==> src/hdl/fraction_add_reduce_unit_defines.svh <==
// Assertion macros for the fraction add-and-reduce unit
`ifndef FRACTION_ADD_REDUCE_UNIT_DEFINES_SVH
`define FRACTION_ADD_REDUCE_UNIT_DEFINES_SVH

`ifndef SYNTH

// same-cycle implication
`define FRAU_ASSERT_NOW(name, clk, rstn, pre, post, msg) \
  name: assert property (@(posedge clk) disable iff (!rstn) (pre) |-> (post)) else $error(msg);

// next-cycle implication
`define FRAU_ASSERT_NEXT(name, clk, rstn, pre, post, msg) \
  name: assert property (@(posedge clk) disable iff (!rstn) (pre) |=> (post)) else $error(msg);

`else

`define FRAU_ASSERT_NOW(name, clk, rstn, pre, post, msg)
`define FRAU_ASSERT_NEXT(name, clk, rstn, pre, post, msg)

`endif

`endif

==> src/hdl/frau_pkg.sv <==
// Shared constants and types for the fraction add-and-reduce unit
package frau_pkg;

  localparam int VALUE_BITS_DEF = 16;

  typedef enum logic [6:0] {
    S_IDLE  = 7'b0000001,
    S_MUL   = 7'b0000010,
    S_GCD   = 7'b0000100,
    S_SCALE = 7'b0001000,
    S_DIVN  = 7'b0010000,
    S_DIVD  = 7'b0100000,
    S_DONE  = 7'b1000000
  } state_t;

endpackage

==> src/hdl/frau_sub.sv <==
// Shared subtractor with borrow out, used by the gcd steps and the divider
module frau_sub #(
  parameter int WIDTH = 2 * frau_pkg::VALUE_BITS_DEF + 2
) (
  input  logic [WIDTH-1:0] lhs,
  input  logic [WIDTH-1:0] rhs,
  output logic [WIDTH-1:0] diff,
  output logic             borrow
);

  assign {borrow, diff} = {1'b0, lhs} - {1'b0, rhs};

endmodule

==> src/hdl/fraction_add_reduce_unit.sv <==
// Top level: adds two fractions and returns the sum in lowest terms
//
// An item with a zero denominator gives the result 0/0, and one whose sum is zero gives
// 0/1. Otherwise the unit runs a multiply phase on one shared multiplier, a binary
// gcd of subtract-or-shift steps, one shift per common factor of two to scale the gcd
// back, and two restoring divisions of 2*VALUE_BITS+1 quotient bits each; one
// subtractor serves gcd and divider. in_ready is high only between items; a finished
// result sits in the output register while the next item runs.
`include "fraction_add_reduce_unit_defines.svh"

module fraction_add_reduce_unit #(
  parameter int VALUE_BITS = frau_pkg::VALUE_BITS_DEF
) (
  input  logic                    clk,
  input  logic                    rst_n,
  input  logic                    in_valid,
  output logic                    in_ready,
  input  logic [VALUE_BITS-1:0]   in_first_numerator,
  input  logic [VALUE_BITS-1:0]   in_first_denominator,
  input  logic [VALUE_BITS-1:0]   in_second_numerator,
  input  logic [VALUE_BITS-1:0]   in_second_denominator,
  output logic                    out_valid,
  input  logic                    out_ready,
  output logic [2*VALUE_BITS:0]   out_sum_numerator,
  output logic [2*VALUE_BITS-1:0] out_sum_denominator
);

  localparam int W  = VALUE_BITS;
  localparam int NB = 2 * W + 1;
  localparam int DB = 2 * W;
  localparam int KW = $clog2(NB + 1);
  localparam int CW = $clog2(NB);

  frau_pkg::state_t state_r, state_nxt;

  logic [W-1:0]  n1_r, n1_nxt, d1_r, d1_nxt, n2_r, n2_nxt, d2_r, d2_nxt;
  logic [DB-1:0] prod_r, prod_nxt;
  logic [NB-1:0] top_r, top_nxt;
  logic [DB-1:0] bottom_r, bottom_nxt;
  logic [NB-1:0] a_r, a_nxt, b_r, b_nxt;
  logic [KW-1:0] k_r, k_nxt;
  logic [1:0]    mul_cnt_r, mul_cnt_nxt;
  logic [CW-1:0] div_cnt_r, div_cnt_nxt;
  logic [NB-1:0] rem_r, rem_nxt, quo_r, quo_nxt;
  logic [NB-1:0] out_num_r, out_num_nxt;
  logic [DB-1:0] out_den_r, out_den_nxt;
  logic          out_valid_r, out_valid_nxt;

  logic [W-1:0]  mul_a, mul_b;
  logic [DB-1:0] mul_p;
  logic [NB:0]   sub_lhs, sub_rhs, sub_diff;
  logic          sub_borrow;
  logic          dividing;
  logic [NB-1:0] rem_step, quo_step;

  // shared multiplier, operands picked by step
  always_comb begin
    unique case (mul_cnt_r)
      2'd0: begin
        mul_a = n1_r;
        mul_b = d2_r;
      end
      2'd1: begin
        mul_a = n2_r;
        mul_b = d1_r;
      end
      default: begin
        mul_a = d1_r;
        mul_b = d2_r;
      end
    endcase
  end

  assign mul_p = {{W{1'b0}}, mul_a} * {{W{1'b0}}, mul_b};

  assign dividing = (state_r == frau_pkg::S_DIVN) || (state_r == frau_pkg::S_DIVD);
  assign sub_lhs  = dividing ? {rem_r, quo_r[NB-1]} : {1'b0, a_r};
  assign sub_rhs  = dividing ? {1'b0, a_r} : {1'b0, b_r};

  frau_sub #(
    .WIDTH (NB + 1)
  ) u_sub (
    .lhs    (sub_lhs),
    .rhs    (sub_rhs),
    .diff   (sub_diff),
    .borrow (sub_borrow)
  );

  // one restoring divider step
  assign rem_step = sub_borrow ? sub_lhs[NB-1:0] : sub_diff[NB-1:0];
  assign quo_step = {quo_r[NB-2:0], ~sub_borrow};

  always_comb begin
    state_nxt     = state_r;
    n1_nxt        = n1_r;
    d1_nxt        = d1_r;
    n2_nxt        = n2_r;
    d2_nxt        = d2_r;
    prod_nxt      = prod_r;
    top_nxt       = top_r;
    bottom_nxt    = bottom_r;
    a_nxt         = a_r;
    b_nxt         = b_r;
    k_nxt         = k_r;
    mul_cnt_nxt   = mul_cnt_r;
    div_cnt_nxt   = div_cnt_r;
    rem_nxt       = rem_r;
    quo_nxt       = quo_r;
    out_num_nxt   = out_num_r;
    out_den_nxt   = out_den_r;
    out_valid_nxt = out_valid_r;

    if (out_valid_r && out_ready) begin
      out_valid_nxt = 1'b0;
    end

    unique case (state_r)
      frau_pkg::S_IDLE: begin
        if (in_valid) begin
          n1_nxt      = in_first_numerator;
          d1_nxt      = in_first_denominator;
          n2_nxt      = in_second_numerator;
          d2_nxt      = in_second_denominator;
          mul_cnt_nxt = 2'd0;
          if (in_first_denominator == '0 || in_second_denominator == '0) begin
            top_nxt    = '0;
            bottom_nxt = '0;
            state_nxt  = frau_pkg::S_DONE;
          end else begin
            state_nxt = frau_pkg::S_MUL;
          end
        end
      end
      frau_pkg::S_MUL: begin
        mul_cnt_nxt = mul_cnt_r + 2'd1;
        unique case (mul_cnt_r)
          2'd0: prod_nxt = mul_p;
          2'd1: begin
            top_nxt  = {1'b0, prod_r};
            prod_nxt = mul_p;
          end
          2'd2: begin
            top_nxt  = top_r + {1'b0, prod_r};
            prod_nxt = mul_p;
          end
          default: begin
            bottom_nxt = prod_r;
            k_nxt      = '0;
            if (top_r == '0) begin
              bottom_nxt = DB'(1);
              state_nxt  = frau_pkg::S_DONE;
            end else begin
              a_nxt     = top_r;
              b_nxt     = {1'b0, prod_r};
              state_nxt = frau_pkg::S_GCD;
            end
          end
        endcase
      end
      frau_pkg::S_GCD: begin
        priority if (!sub_borrow && sub_diff == '0) begin
          state_nxt = frau_pkg::S_SCALE;
        end else if (!a_r[0] && !b_r[0]) begin
          a_nxt = a_r >> 1;
          b_nxt = b_r >> 1;
          k_nxt = k_r + KW'(1);
        end else if (!a_r[0]) begin
          a_nxt = a_r >> 1;
        end else if (!b_r[0]) begin
          b_nxt = b_r >> 1;
        end else if (sub_borrow) begin
          a_nxt = b_r;
          b_nxt = a_r;
        end else begin
          a_nxt = {1'b0, sub_diff[NB-1:1]};
        end
      end
      frau_pkg::S_SCALE: begin
        if (k_r == '0) begin
          quo_nxt     = top_r;
          rem_nxt     = '0;
          div_cnt_nxt = '0;
          state_nxt   = frau_pkg::S_DIVN;
        end else begin
          a_nxt = a_r << 1;
          k_nxt = k_r - KW'(1);
        end
      end
      frau_pkg::S_DIVN: begin
        rem_nxt     = rem_step;
        quo_nxt     = quo_step;
        div_cnt_nxt = div_cnt_r + CW'(1);
        if (div_cnt_r == CW'(NB - 1)) begin
          top_nxt     = quo_step;
          quo_nxt     = {1'b0, bottom_r};
          rem_nxt     = '0;
          div_cnt_nxt = '0;
          state_nxt   = frau_pkg::S_DIVD;
        end
      end
      frau_pkg::S_DIVD: begin
        rem_nxt     = rem_step;
        quo_nxt     = quo_step;
        div_cnt_nxt = div_cnt_r + CW'(1);
        if (div_cnt_r == CW'(NB - 1)) begin
          bottom_nxt = quo_step[DB-1:0];
          state_nxt  = frau_pkg::S_DONE;
        end
      end
      frau_pkg::S_DONE: begin
        if (!out_valid_r || out_ready) begin
          out_num_nxt   = top_r;
          out_den_nxt   = bottom_r;
          out_valid_nxt = 1'b1;
          state_nxt     = frau_pkg::S_IDLE;
        end
      end
      default: state_nxt = frau_pkg::S_IDLE;
    endcase
  end

  always_ff @(posedge clk) begin
    if (!rst_n) begin
      state_r     <= frau_pkg::S_IDLE;
      out_valid_r <= 1'b0;
      mul_cnt_r   <= 2'd0;
      div_cnt_r   <= '0;
      k_r         <= '0;
    end else begin
      state_r     <= state_nxt;
      out_valid_r <= out_valid_nxt;
      mul_cnt_r   <= mul_cnt_nxt;
      div_cnt_r   <= div_cnt_nxt;
      k_r         <= k_nxt;
    end
  end

  always_ff @(posedge clk) begin
    n1_r      <= n1_nxt;
    d1_r      <= d1_nxt;
    n2_r      <= n2_nxt;
    d2_r      <= d2_nxt;
    prod_r    <= prod_nxt;
    top_r     <= top_nxt;
    bottom_r  <= bottom_nxt;
    a_r       <= a_nxt;
    b_r       <= b_nxt;
    rem_r     <= rem_nxt;
    quo_r     <= quo_nxt;
    out_num_r <= out_num_nxt;
    out_den_r <= out_den_nxt;
  end

  assign in_ready            = (state_r == frau_pkg::S_IDLE);
  assign out_valid           = out_valid_r;
  assign out_sum_numerator   = out_num_r;
  assign out_sum_denominator = out_den_r;

  `FRAU_ASSERT_NOW(a_gcd_nonzero, clk, rst_n, state_r == frau_pkg::S_GCD, a_r != '0 && b_r != '0, "gcd operand reached zero")
  `FRAU_ASSERT_NOW(a_div_rem_below, clk, rst_n, dividing, rem_r < a_r, "divider remainder not below divisor")
  `FRAU_ASSERT_NOW(a_zero_den_mark, clk, rst_n, out_valid_r && out_den_r == '0, out_num_r == '0, "zero denominator with nonzero numerator")

endmodule

==> config.mk <==
export PLATFORM = sky130hd
export DESIGN_NAME = fraction_add_reduce_unit
export DESIGN_NICKNAME = d
export VERILOG_FILES = /design/src/hdl/frau_pkg.sv /design/src/hdl/frau_sub.sv /design/src/hdl/fraction_add_reduce_unit.sv
export VERILOG_INCLUDE_DIRS = /design/src /design/src/hdl
export SDC_FILE = /design/constraint.sdc
export NUM_CORES = 1
export LEC_CHECK = 0
export ABC_AREA = 1
export BUFFER_PORTS_ARGS = -buffer_cell sky130_fd_sc_hd__buf_2
export CORE_MARGIN = 3
export CORE_UTILIZATION = 55
export CTS_CLUSTER_SIZE = 20
export DETAILED_ROUTE_END_ITERATION = 6
export PLACE_DENSITY = 0.76
export SETUP_SLACK_MARGIN = 0.2
export SLEW_MARGIN = 20
export SYNTH_ARGS = -nofsm -noshare
export SYNTH_HDL_FRONTEND = slang
export SYNTH_SLANG_ARGS = --single-unit
==> constraint.sdc <==
create_clock -name clk -period 16.7 [get_ports clk]
set_clock_uncertainty 0.2 [all_clocks]
set_input_delay 1.67 -clock clk [delete_from_list [all_inputs] [get_ports clk]]
set_output_delay 1.67 -clock clk [all_outputs]
set_load 0.01 [all_outputs]
==> After elaboration in Yosys (flattened, before gate mapping) <==
Cells that the tools add are included.
W data, S select, Z words.
{ "totals": {"reg_bits": 380, "input_bits": 68, "output_inout_bits": 67, "wordCells": 152} }
{ "classes": {"add_sub_neg": 6, "multipliers": 1, "eq_ne": 26, "mux": 62, "bitwise": 1, "n_reduce_logical": 36} }
{ "ops": {"columns": ["op", "n"], "rows": [
  ["$mux W33", 24],
  ["$pmux W33 S3", 4],
  ["$mux W32", 5],
  ["$pmux W33 S2", 2],
  ["$pmux W32 S3", 1],
  ["$mux W7", 9],
  ["$pmux W7 S7", 1],
  ["$mux W6", 6],
  ["$pmux W6 S3", 2],
  ["$sub A34 B33 Y35", 1],
  ["$logic_not A34 Y1", 1],
  ["$mux W34", 1],
  ["$add A33 B32 Y33", 1],
  ["$logic_not A33 Y1", 1],
  ["$logic_not A16 Y1", 2],
  ["$mul A16 B16 Y32", 1],
  ["$pmux W16 S2", 1],
  ["$reduce_and A5 Y1", 5],
  ["$ne A2 B2 Y1 const B", 9],
  ["$mux W16", 1],
  ["$add A6 B1 Y6 const B", 2],
  ["$reduce_and A6 Y1", 2],
  ["$reduce_bool A3 Y1", 4],
  ["$reduce_and A2 Y1", 5],
  ["other kinds (27)", 41]
]} }

==> Depth between registers and ports, before layout <==
Gate-level depths: netlist of run 1.
{ "depth": {"ltp_word": 10, "depth_mapped": 31, "depth_no_buf": 29} }

==> Cells and area by module <==
Synthesis of run 1 repeated with hierarchy kept, for this count alone.
{ "unflattened": {"cells_unflattened": 3919, "hier_area_um2": 31525.2} }
{ "by_module_without_submodules": {"columns": ["module", "n_inst", "cells_each", "area_per_inst_um2", "seq_area_each_um2"], "rows": [
  ["fraction_add_reduce_unit", 1, 3414, 29010.3, 11190.7],
  ["frau_sub", 1, 505, 2514.9, 0.0]
]} }

==> Worst setup path after synthesis of run 1 <==
Ideal clock, no wire load.
{ "synth_path": {"path_kind": "input to register", "from": "in in_first_denominator[9]", "to": "reg top_r[0], enable pin", "setup_time_ps": 601, "t_arrival_ps": 7363, "required_ps": 15899, "setup_slack_ps": 8536, "cell_stages": 5, "n_path_buf": 0, "cell_sequence": "nor4_1 nand4_1 nand2_1 nor2_1 a2111oi_0"} }
{ "synth_between": {"elab_chain_cells": 4} }
{ "synth_lines": {"columns": ["element", "line", "rtl"], "rows": [
  ["from (decl)", "fraction_add_reduce_unit.sv:19", "input logic [VALUE_BITS-1:0] in_first_denominator,"],
  ["$logic_not A16 Y1", "fraction_add_reduce_unit.sv:125", "if (in_first_denominator == '0 || in_second_denominator == '0) begin"],
  ["$logic_or A1 B1 Y1", "fraction_add_reduce_unit.sv:125", null],
  ["$ne A2 B1 Y1 (no source line)", null, null],
  ["$reduce_and A5 Y1 (no source line)", null, null],
  ["to (signal assigned)", "fraction_add_reduce_unit.sv:244", "top_r <= top_nxt;"],
  ["to (decl)", "fraction_add_reduce_unit.sv:38", "logic [NB-1:0] top_r, top_nxt;"]
]} }
No other way between the ends.
A chain may end at the register's enable or synchronous reset.

==> Worst setup path in the final report of run 1 <==
{ "layout_path": {"from": "reg mul_cnt_r[1]", "to": "reg prod_r[27], data pin"} }
{ "layout_between": {"elab_chain_cells": 3, "word_cells_on_any_way": 5, "classes_between": "1 x mul; 1 x eq/ne; 2 x mux; 1 x reduce/logical"} }
{ "layout_lines": {"columns": ["element", "line", "rtl"], "rows": [
  ["from (decl)", "fraction_add_reduce_unit.sv:42", "logic [1:0] mul_cnt_r, mul_cnt_nxt;"],
  ["from (signal assigned)", "fraction_add_reduce_unit.sv:232", "mul_cnt_r <= mul_cnt_nxt;"],
  ["$eq A2 B1 Y1 or $logic_not A2 Y1 (tied branches)", "fraction_add_reduce_unit.sv:58", "unique case (mul_cnt_r)"],
  ["$pmux W16 S2 or $mux W16 (tied branches)", "fraction_add_reduce_unit.sv:58", null],
  ["$mul A16 B16 Y32 (*)", "fraction_add_reduce_unit.sv:74", "assign mul_p = {{W{1'b0}}, mul_a} * {{W{1'b0}}, mul_b};"],
  ["via mul_p[27]", "fraction_add_reduce_unit.sv:50", "logic [DB-1:0] mul_p;"],
  ["to (signal assigned)", "fraction_add_reduce_unit.sv:243", "prod_r <= prod_nxt;"],
  ["to (decl)", "fraction_add_reduce_unit.sv:37", "logic [DB-1:0] prod_r, prod_nxt;"]
]} }
The timed path passes the listed nets; every way through them passes the cells marked *.

==> impl_results.md, run 1 <==
- Status: complete, no violations
- Util after Layout: 60.94%
- Die width: ~240 um
- I/O pins: 135
- Crit. End Element: flop
- Post-synth top flop: edfxtp_1
- Crit path top cell by count: inv_1
- WHS Path Cells: 0
- Placed Cells: ~4400
- Worst-Margin Slew: roughly 1.2 ns
- CP max FO: 49
- CTS clk-pin slew, worst paths: 0.06 ns
- Antenna Nets Post-Route: 0
- Slowest cell on crit path: nor2_1
- Critical Path Source Type: flop
- Fraction of registers with async set/reset: 0%
- Global-route wire length before repair: approximately 140 mm
- Iteration-0 DRC count of the detailed router: 2326
- Core ar.: around 54000 um^2
- WS Path Type: flop to flop
- Setup TNS: 0 ns
- Reg2reg setup slack: 8.39 ns
- Clock root cell: clkbuf_16
- Layout cells sized above 1: roughly 7.5%
- Met2 wirelength from detailed routing: 40.71 mm
- Initial antenna violation count: 1
- Non-Filler Instances: 4469
- Gr usage total: 30.47%
- Clock tree sinks: 380
- Vias: about 26000
- Footprint of the multi-input gates: 16200 um^2
- Hold Startpoint: bottom_r[7]$_DFFE_PP_
- Post-CTS setup buffer count: 0
- Fin crit share: 49.76%
- Syn nets: 4079
- Cell variety after synth: 51
- WP data required: 16.83 ns
- Synth Cell Area: 30220 um^2
- Sequential cell area: 11190 um^2
- Syn Inst Count: 3635
- # setup viols final: 0
- Largest net degree at the start of global routing: 80
- WL met3: 7.022 mm
- Seq cells post-synth: 380
- Cts hold-fix bufs: 0
- Met1 WL: 33.99 mm
- Post-DR vias/cell: 5.753
- First-pass DRT Iterations: 6
- Clk buf depth: 3
- Vias in the first global route: 25570
- CTS resizes: 0
- Residual DRC: 0
- Crit path max-delay family: adder cells
- Fillers: 4725
- WL/cell: 19.27 um
- Htree depth: 2
- Minimum clock period: 8.310 ns
- Initial core utilization: a little under three fifths
- Die area: around 58000 um^2
- CP Data Arrival Time: between 8 and 9 ns
- RSZ-0062 raised after global routing: no
- Row count: 85
- Seq/Total Area, Yosys: 37.03%
- Die H: 240.4 um
- Crit path buf inv count: 9
- PortBufs: between 100 and 150
- Max frequency: 120.3 MHz
- R2r endpoint: prod_r[27]$_DFFE_PP_
- Final WL: 86.11 mm
- Worst hold path type: flop to flop
- Clk Latency, worst-skew pair: 0.59 ns
- Layout area overhead: 9.153%
- Synth warnings: 0
- Reg2Reg Depth: 30
- Post-synth EDFFs: roughly 360
- Worst slew margin: 22.34%
- FF-to-FF Start: mul_cnt_r[1]$_SDFFE_PN0P_
- Dpl hpwl: 65.96 mm
- CTS tree: yes
- WHS Endpoint: out_sum_denominator[7]$_DFFE_PP_
- Congestion Overflow GR: 0
- Final net count: 4182
- Final Max Slew Viols: 0
- Final Hold Vio Count: 0
- Max capacitance violation total: 0
- RD Place Congestion: 1.012
- Synth Area per Inst: 8.315 um^2
- CTS Buf Count: 42
- Worst path max stage delay: 0.89 ns
- Tightest hold margin: 0.2498 ns
- Highest Signal Layer: met4
## routing by layer
metal	track usage, %	vias up
met5	0	-
met4	14.03	0
met3	5.437	249
met2	50.56	1221
met1	39.06	12100
li1	-	12140
## area by class of cell
class	count	area share, %
diodes	2	0.01517
clock buffers	51	3.319
clock inverters	26	0.6561
inverters	650	7.396
flip-flops and latches	380	33.92
multi-input cells	2490	49.11
repair buffers	174	2.943
well taps	696	2.640
## cells in the mapped netlist, types with 2 or more instances
master	n	share of area (%)
fa_1	197	13
xnor2_1	19	0.55
a2111oi_0	2	0.058
buf_1	13	0.16
inv_2	11	0.14
or2_2	4	0.083
a211oi_1	4	0.099
inv_1	629	7.8
nor4_1	22	0.46
nand2_1	853	11
a21o_1	7	0.17
buf_4	2	0.050
o21ai_1	20	0.33
nand3_2	2	0.066
a21oi_1	161	2.7
nand3_1	88	1.5
clkinv_1	10	0.12
o21bai_1	4	0.099
a22oi_1	2	0.050
buf_2	4	0.066
o22ai_1	41	0.85
nand3b_1	4	0.099
o21a_1	7	0.17
edfxtp_1	358	36
nand2_2	7	0.14
nor3_2	4	0.13
o221ai_1	9	0.26
o211ai_1	98	2.4
nor2_1	331	4.1
nand2_4	2	0.075
a22o_1	16	0.46
clkbuf_1	96	1.2
dfxtp_1	22	1.5
ha_1	179	7.4
o21ai_0	297	4.9
o211a_1	3	0.099
a21boi_0	3	0.075
nand4_1	28	0.58
nor2_2	7	0.14
xor2_1	26	0.75
a32o_1	2	0.066
a31oi_1	13	0.27
nor3_1	20	0.33
## placed cells by master, fill, tap and decap left out, drive strengths merged, types with 7 or more instances in the layout
cell and count:
a21o 7, a21oi 162, a22o 16, a31oi 13, buf 174, clkbuf 51
clkinv 28, dfxtp 22, edfxtp 358, fa 197, ha 179, inv 644
nand2 862, nand3 91, nand4 28, nor2 339, nor3 24, nor4 23
o211ai 98, o21a 7, o21ai 317, o221ai 9, o22ai 41, xnor2 19
xor2 26
## logic make-up (layout without fill, tap and decap cells)
family	Yosys count	after routing	synth area share, %
compound gates	693	693	13.21
fa+ha+maj	376	376	20.46
buf+inv	765	901	9.542
simple gates	1376	1376	18.46
xor+xnor	45	45	1.304
flops	380	380	37.03
other cells	0	2	0
## through the flow
stage / setup WS, ns / cell area [um^2]
floorplan: 8.536 / 30220
global placement: 8.622 / 31670
detailed placement: 8.403 / 31670
CTS: 8.396 / 32990
global route: 7.747 / 32990
finish: 8.390 / 32990
## registers in the layout, indices dropped and copies added, names as in the netlist
register / flops
a_r: 33
k_r: 6
rem_r: 33
n1_r: 16
d2_r: 16
div_cnt_r: 6
n2_r: 16
mul_cnt_r: 2
out_sum_numerator: 33
d1_r: 16
state_r: 7
out_sum_denominator: 32
top_r: 33
bottom_r: 32
out_valid: 1
prod_r: 32
quo_r: 33
b_r: 33
## worst max path at each step
| stage | from | to | cells past startpoint |
|---|---|---|---|
| after CTS | mul_cnt_r[1]$_SDFFE_PN0P_ | prod_r[27]$_DFFE_PP_ | 30 |
| after detailed placement | mul_cnt_r[1]$_SDFFE_PN0P_ | prod_r[27]$_DFFE_PP_ | 30 |
| final | mul_cnt_r[1]$_SDFFE_PN0P_ | prod_r[27]$_DFFE_PP_ | 30 |
| after floorplan | in_first_denominator[9] | top_r[0]$_DFFE_PP_ | 5 |
| after global placement | mul_cnt_r[1]$_SDFFE_PN0P_ | prod_r[27]$_DFFE_PP_ | 30 |
| after global routing | mul_cnt_r[1]$_SDFFE_PN0P_ | prod_r[27]$_DFFE_PP_ | 30 |
Power of run 1 is left out: the tool's default activity adds up to more than one toggle a clock period on the data nets, which glitch-free logic cannot reach.
==> run 2: changes to the inputs <==
- clock period: 16.7 -> 8.72 ns (I/O delays scaled with it)
==> impl_results.md, run 2 (same netlist as run 1, synthesis figures left out) <==
- Crit path buf inv count: 5
- Non-Filler Instances: 4477
- Congestion Overflow GR: 0
- WS Path Type: flop to flop
- CTS Buf Count: 42
- Final Max Slew Viols: 0
- Post-DR vias/cell: about 5.8
- Final WL: roughly 90 mm
- Row count: 85
- Core ar.: 54130 um^2
- Htree depth: 2
- Fillers: 4798
- Layout cells sized above 1: under 10%
- Initial antenna violation count: 1
- Clock tree sinks: 380
- Largest net degree at the start of global routing: 85
- Clock root cell: clkbuf_16
- Die H: 240.4 um
- Global-route wire length before repair: 141.9 mm
- Final Hold Vio Count: 0
- CTS resizes: 0
- Crit. End Element: flop
- CTS clk-pin slew, worst paths: 0.06 ns
- WL/cell: a little over 20 um
- Gr usage total: a little under a third
- First-pass DRT Iterations: 6
- Post-CTS setup buffer count: 0
- Cts hold-fix bufs: 0
- Vias in the first global route: roughly 26000
- Worst slew margin: 21.86%
- PortBufs: 134
- Commonest non-fill, non-tap cells in the layout: 853 x nand2_1, 628 x inv_1, 358 x edfxtp_1, 327 x nor2_1, 297 x o21ai_0
- Iteration-0 DRC count of the detailed router: 2475
- Residual DRC: 0
- Initial core utilization: 55.83%
- Layout area overhead: 9.865%
- Max capacitance violation total: 0
- Clk buf depth: 3
- Die area: 57800 um^2
- Antenna Nets Post-Route: 0
- Fin crit share: between 90% and 100%
- RSZ-0062 raised after global routing: no
- Most common cell after layout, fill and taps aside: nand2_1
- Worst path max stage delay: 0.61 ns
- Die width: between 200 and 250 um
- Crit path top cell by count: fa_1
- Status: complete, no violations
- CTS tree: yes
- CP Data Arrival Time: between 8 and 9 ns
- Max frequency: 124.1 MHz
- Dpl hpwl: 69.67 mm
- Setup TNS: 0 ns
- Crit-path cells: inv_1 -> ha_1 -> buf_4 -> o21ai_1 -> clkinv_1 -> nor2_1 -> fa_1 -> fa_1 -> fa_1 -> fa_1 -> fa_1 -> inv_1 -> fa_1 -> inv_1 -> ha_1 -> nand2_1 -> nor4_1 -> nand4_1 -> nand3_1 -> nand3_1 -> o211ai_1 -> xor2_1
- Clk Latency, worst-skew pair: 0.59 ns
- Final net count: roughly 4200
- Worst hold path type: flop to flop
- Crit path max-delay family: adder cells
- Critical Path Source Type: flop
- # setup viols final: 0
- RD Place Congestion: a little over 1
- Worst-Margin Slew: approximately 1.2 ns
- I/O pins: 135
- Slowest cell on crit path: clkinv_1
- Minimum clock period: 8.061 ns
- CP max FO: 17
- WP data required: between 8 and 9 ns
- Placed Cells: 4400
- Vias: roughly 26000
-- run 2: cell types whose count changed in the layout (fill, tap and decap cells not counted), sizes merged --
| cell | before | now |
|---|---|---|
| clkinvlp | 2 | 1 |
| clkbuf | 51 | 52 |
| inv | 644 | 641 |
| diode | 2 | 1 |
| buf | 174 | 184 |
| clkinv | 28 | 26 |
| bufinv | 2 | 6 |
-- run 2: final cells by class --
type	instances	area, um^2	share of cell area, %
multi-input combinational	2490	16200	48.79
sequential	380	11190	33.70
inverter	650	2440	7.348
clock buffer	52	1141	3.436
timing repair buffer	184	1059	3.188
tap	696	870.8	2.623
clock inverter	24	300.3	0.9043
antenna	1	2.502	0.007536
-- run 2: final timing paths --
check	cells after the start	start	end	slack [ns]
min reg2reg	0	bottom_r[28]$_DFFE_PP_	out_sum_denominator[28]$_DFFE_PP_	0.25
max reg2reg	22	mul_cnt_r[1]$_SDFFE_PN0P_	prod_r[28]$_DFFE_PP_	0.66
min	0	bottom_r[28]$_DFFE_PP_	out_sum_denominator[28]$_DFFE_PP_	0.25
max	22	mul_cnt_r[1]$_SDFFE_PN0P_	prod_r[28]$_DFFE_PP_	0.66
-- run 2: metal layers --
layer  vias to the layer above  wire (um)  GRT usage, %
li1                      12150          -             -
met1                     12140      35660         40.28
met2                      1211      42380         52.80
met3                       249       7248         5.403
met4                         0       5139         16.27
met5                         -          0             0
-- run 2: through the flow --
step	setup slack [ns]	utilization (%)	hold WS, ns	cell area (um^2)
after floorplan	1.186	-	0.2208	30220
after detailed placement	0.7480	58.67	0.2385	31760
after global routing	0.4609	61.34	0.2454	33200
after global placement	0.7921	58.67	0.2288	31760
after CTS	0.7061	61.34	0.2404	33200
final	0.6593	61.34	0.2508	33210
Power of run 2 is left out for the same reason.
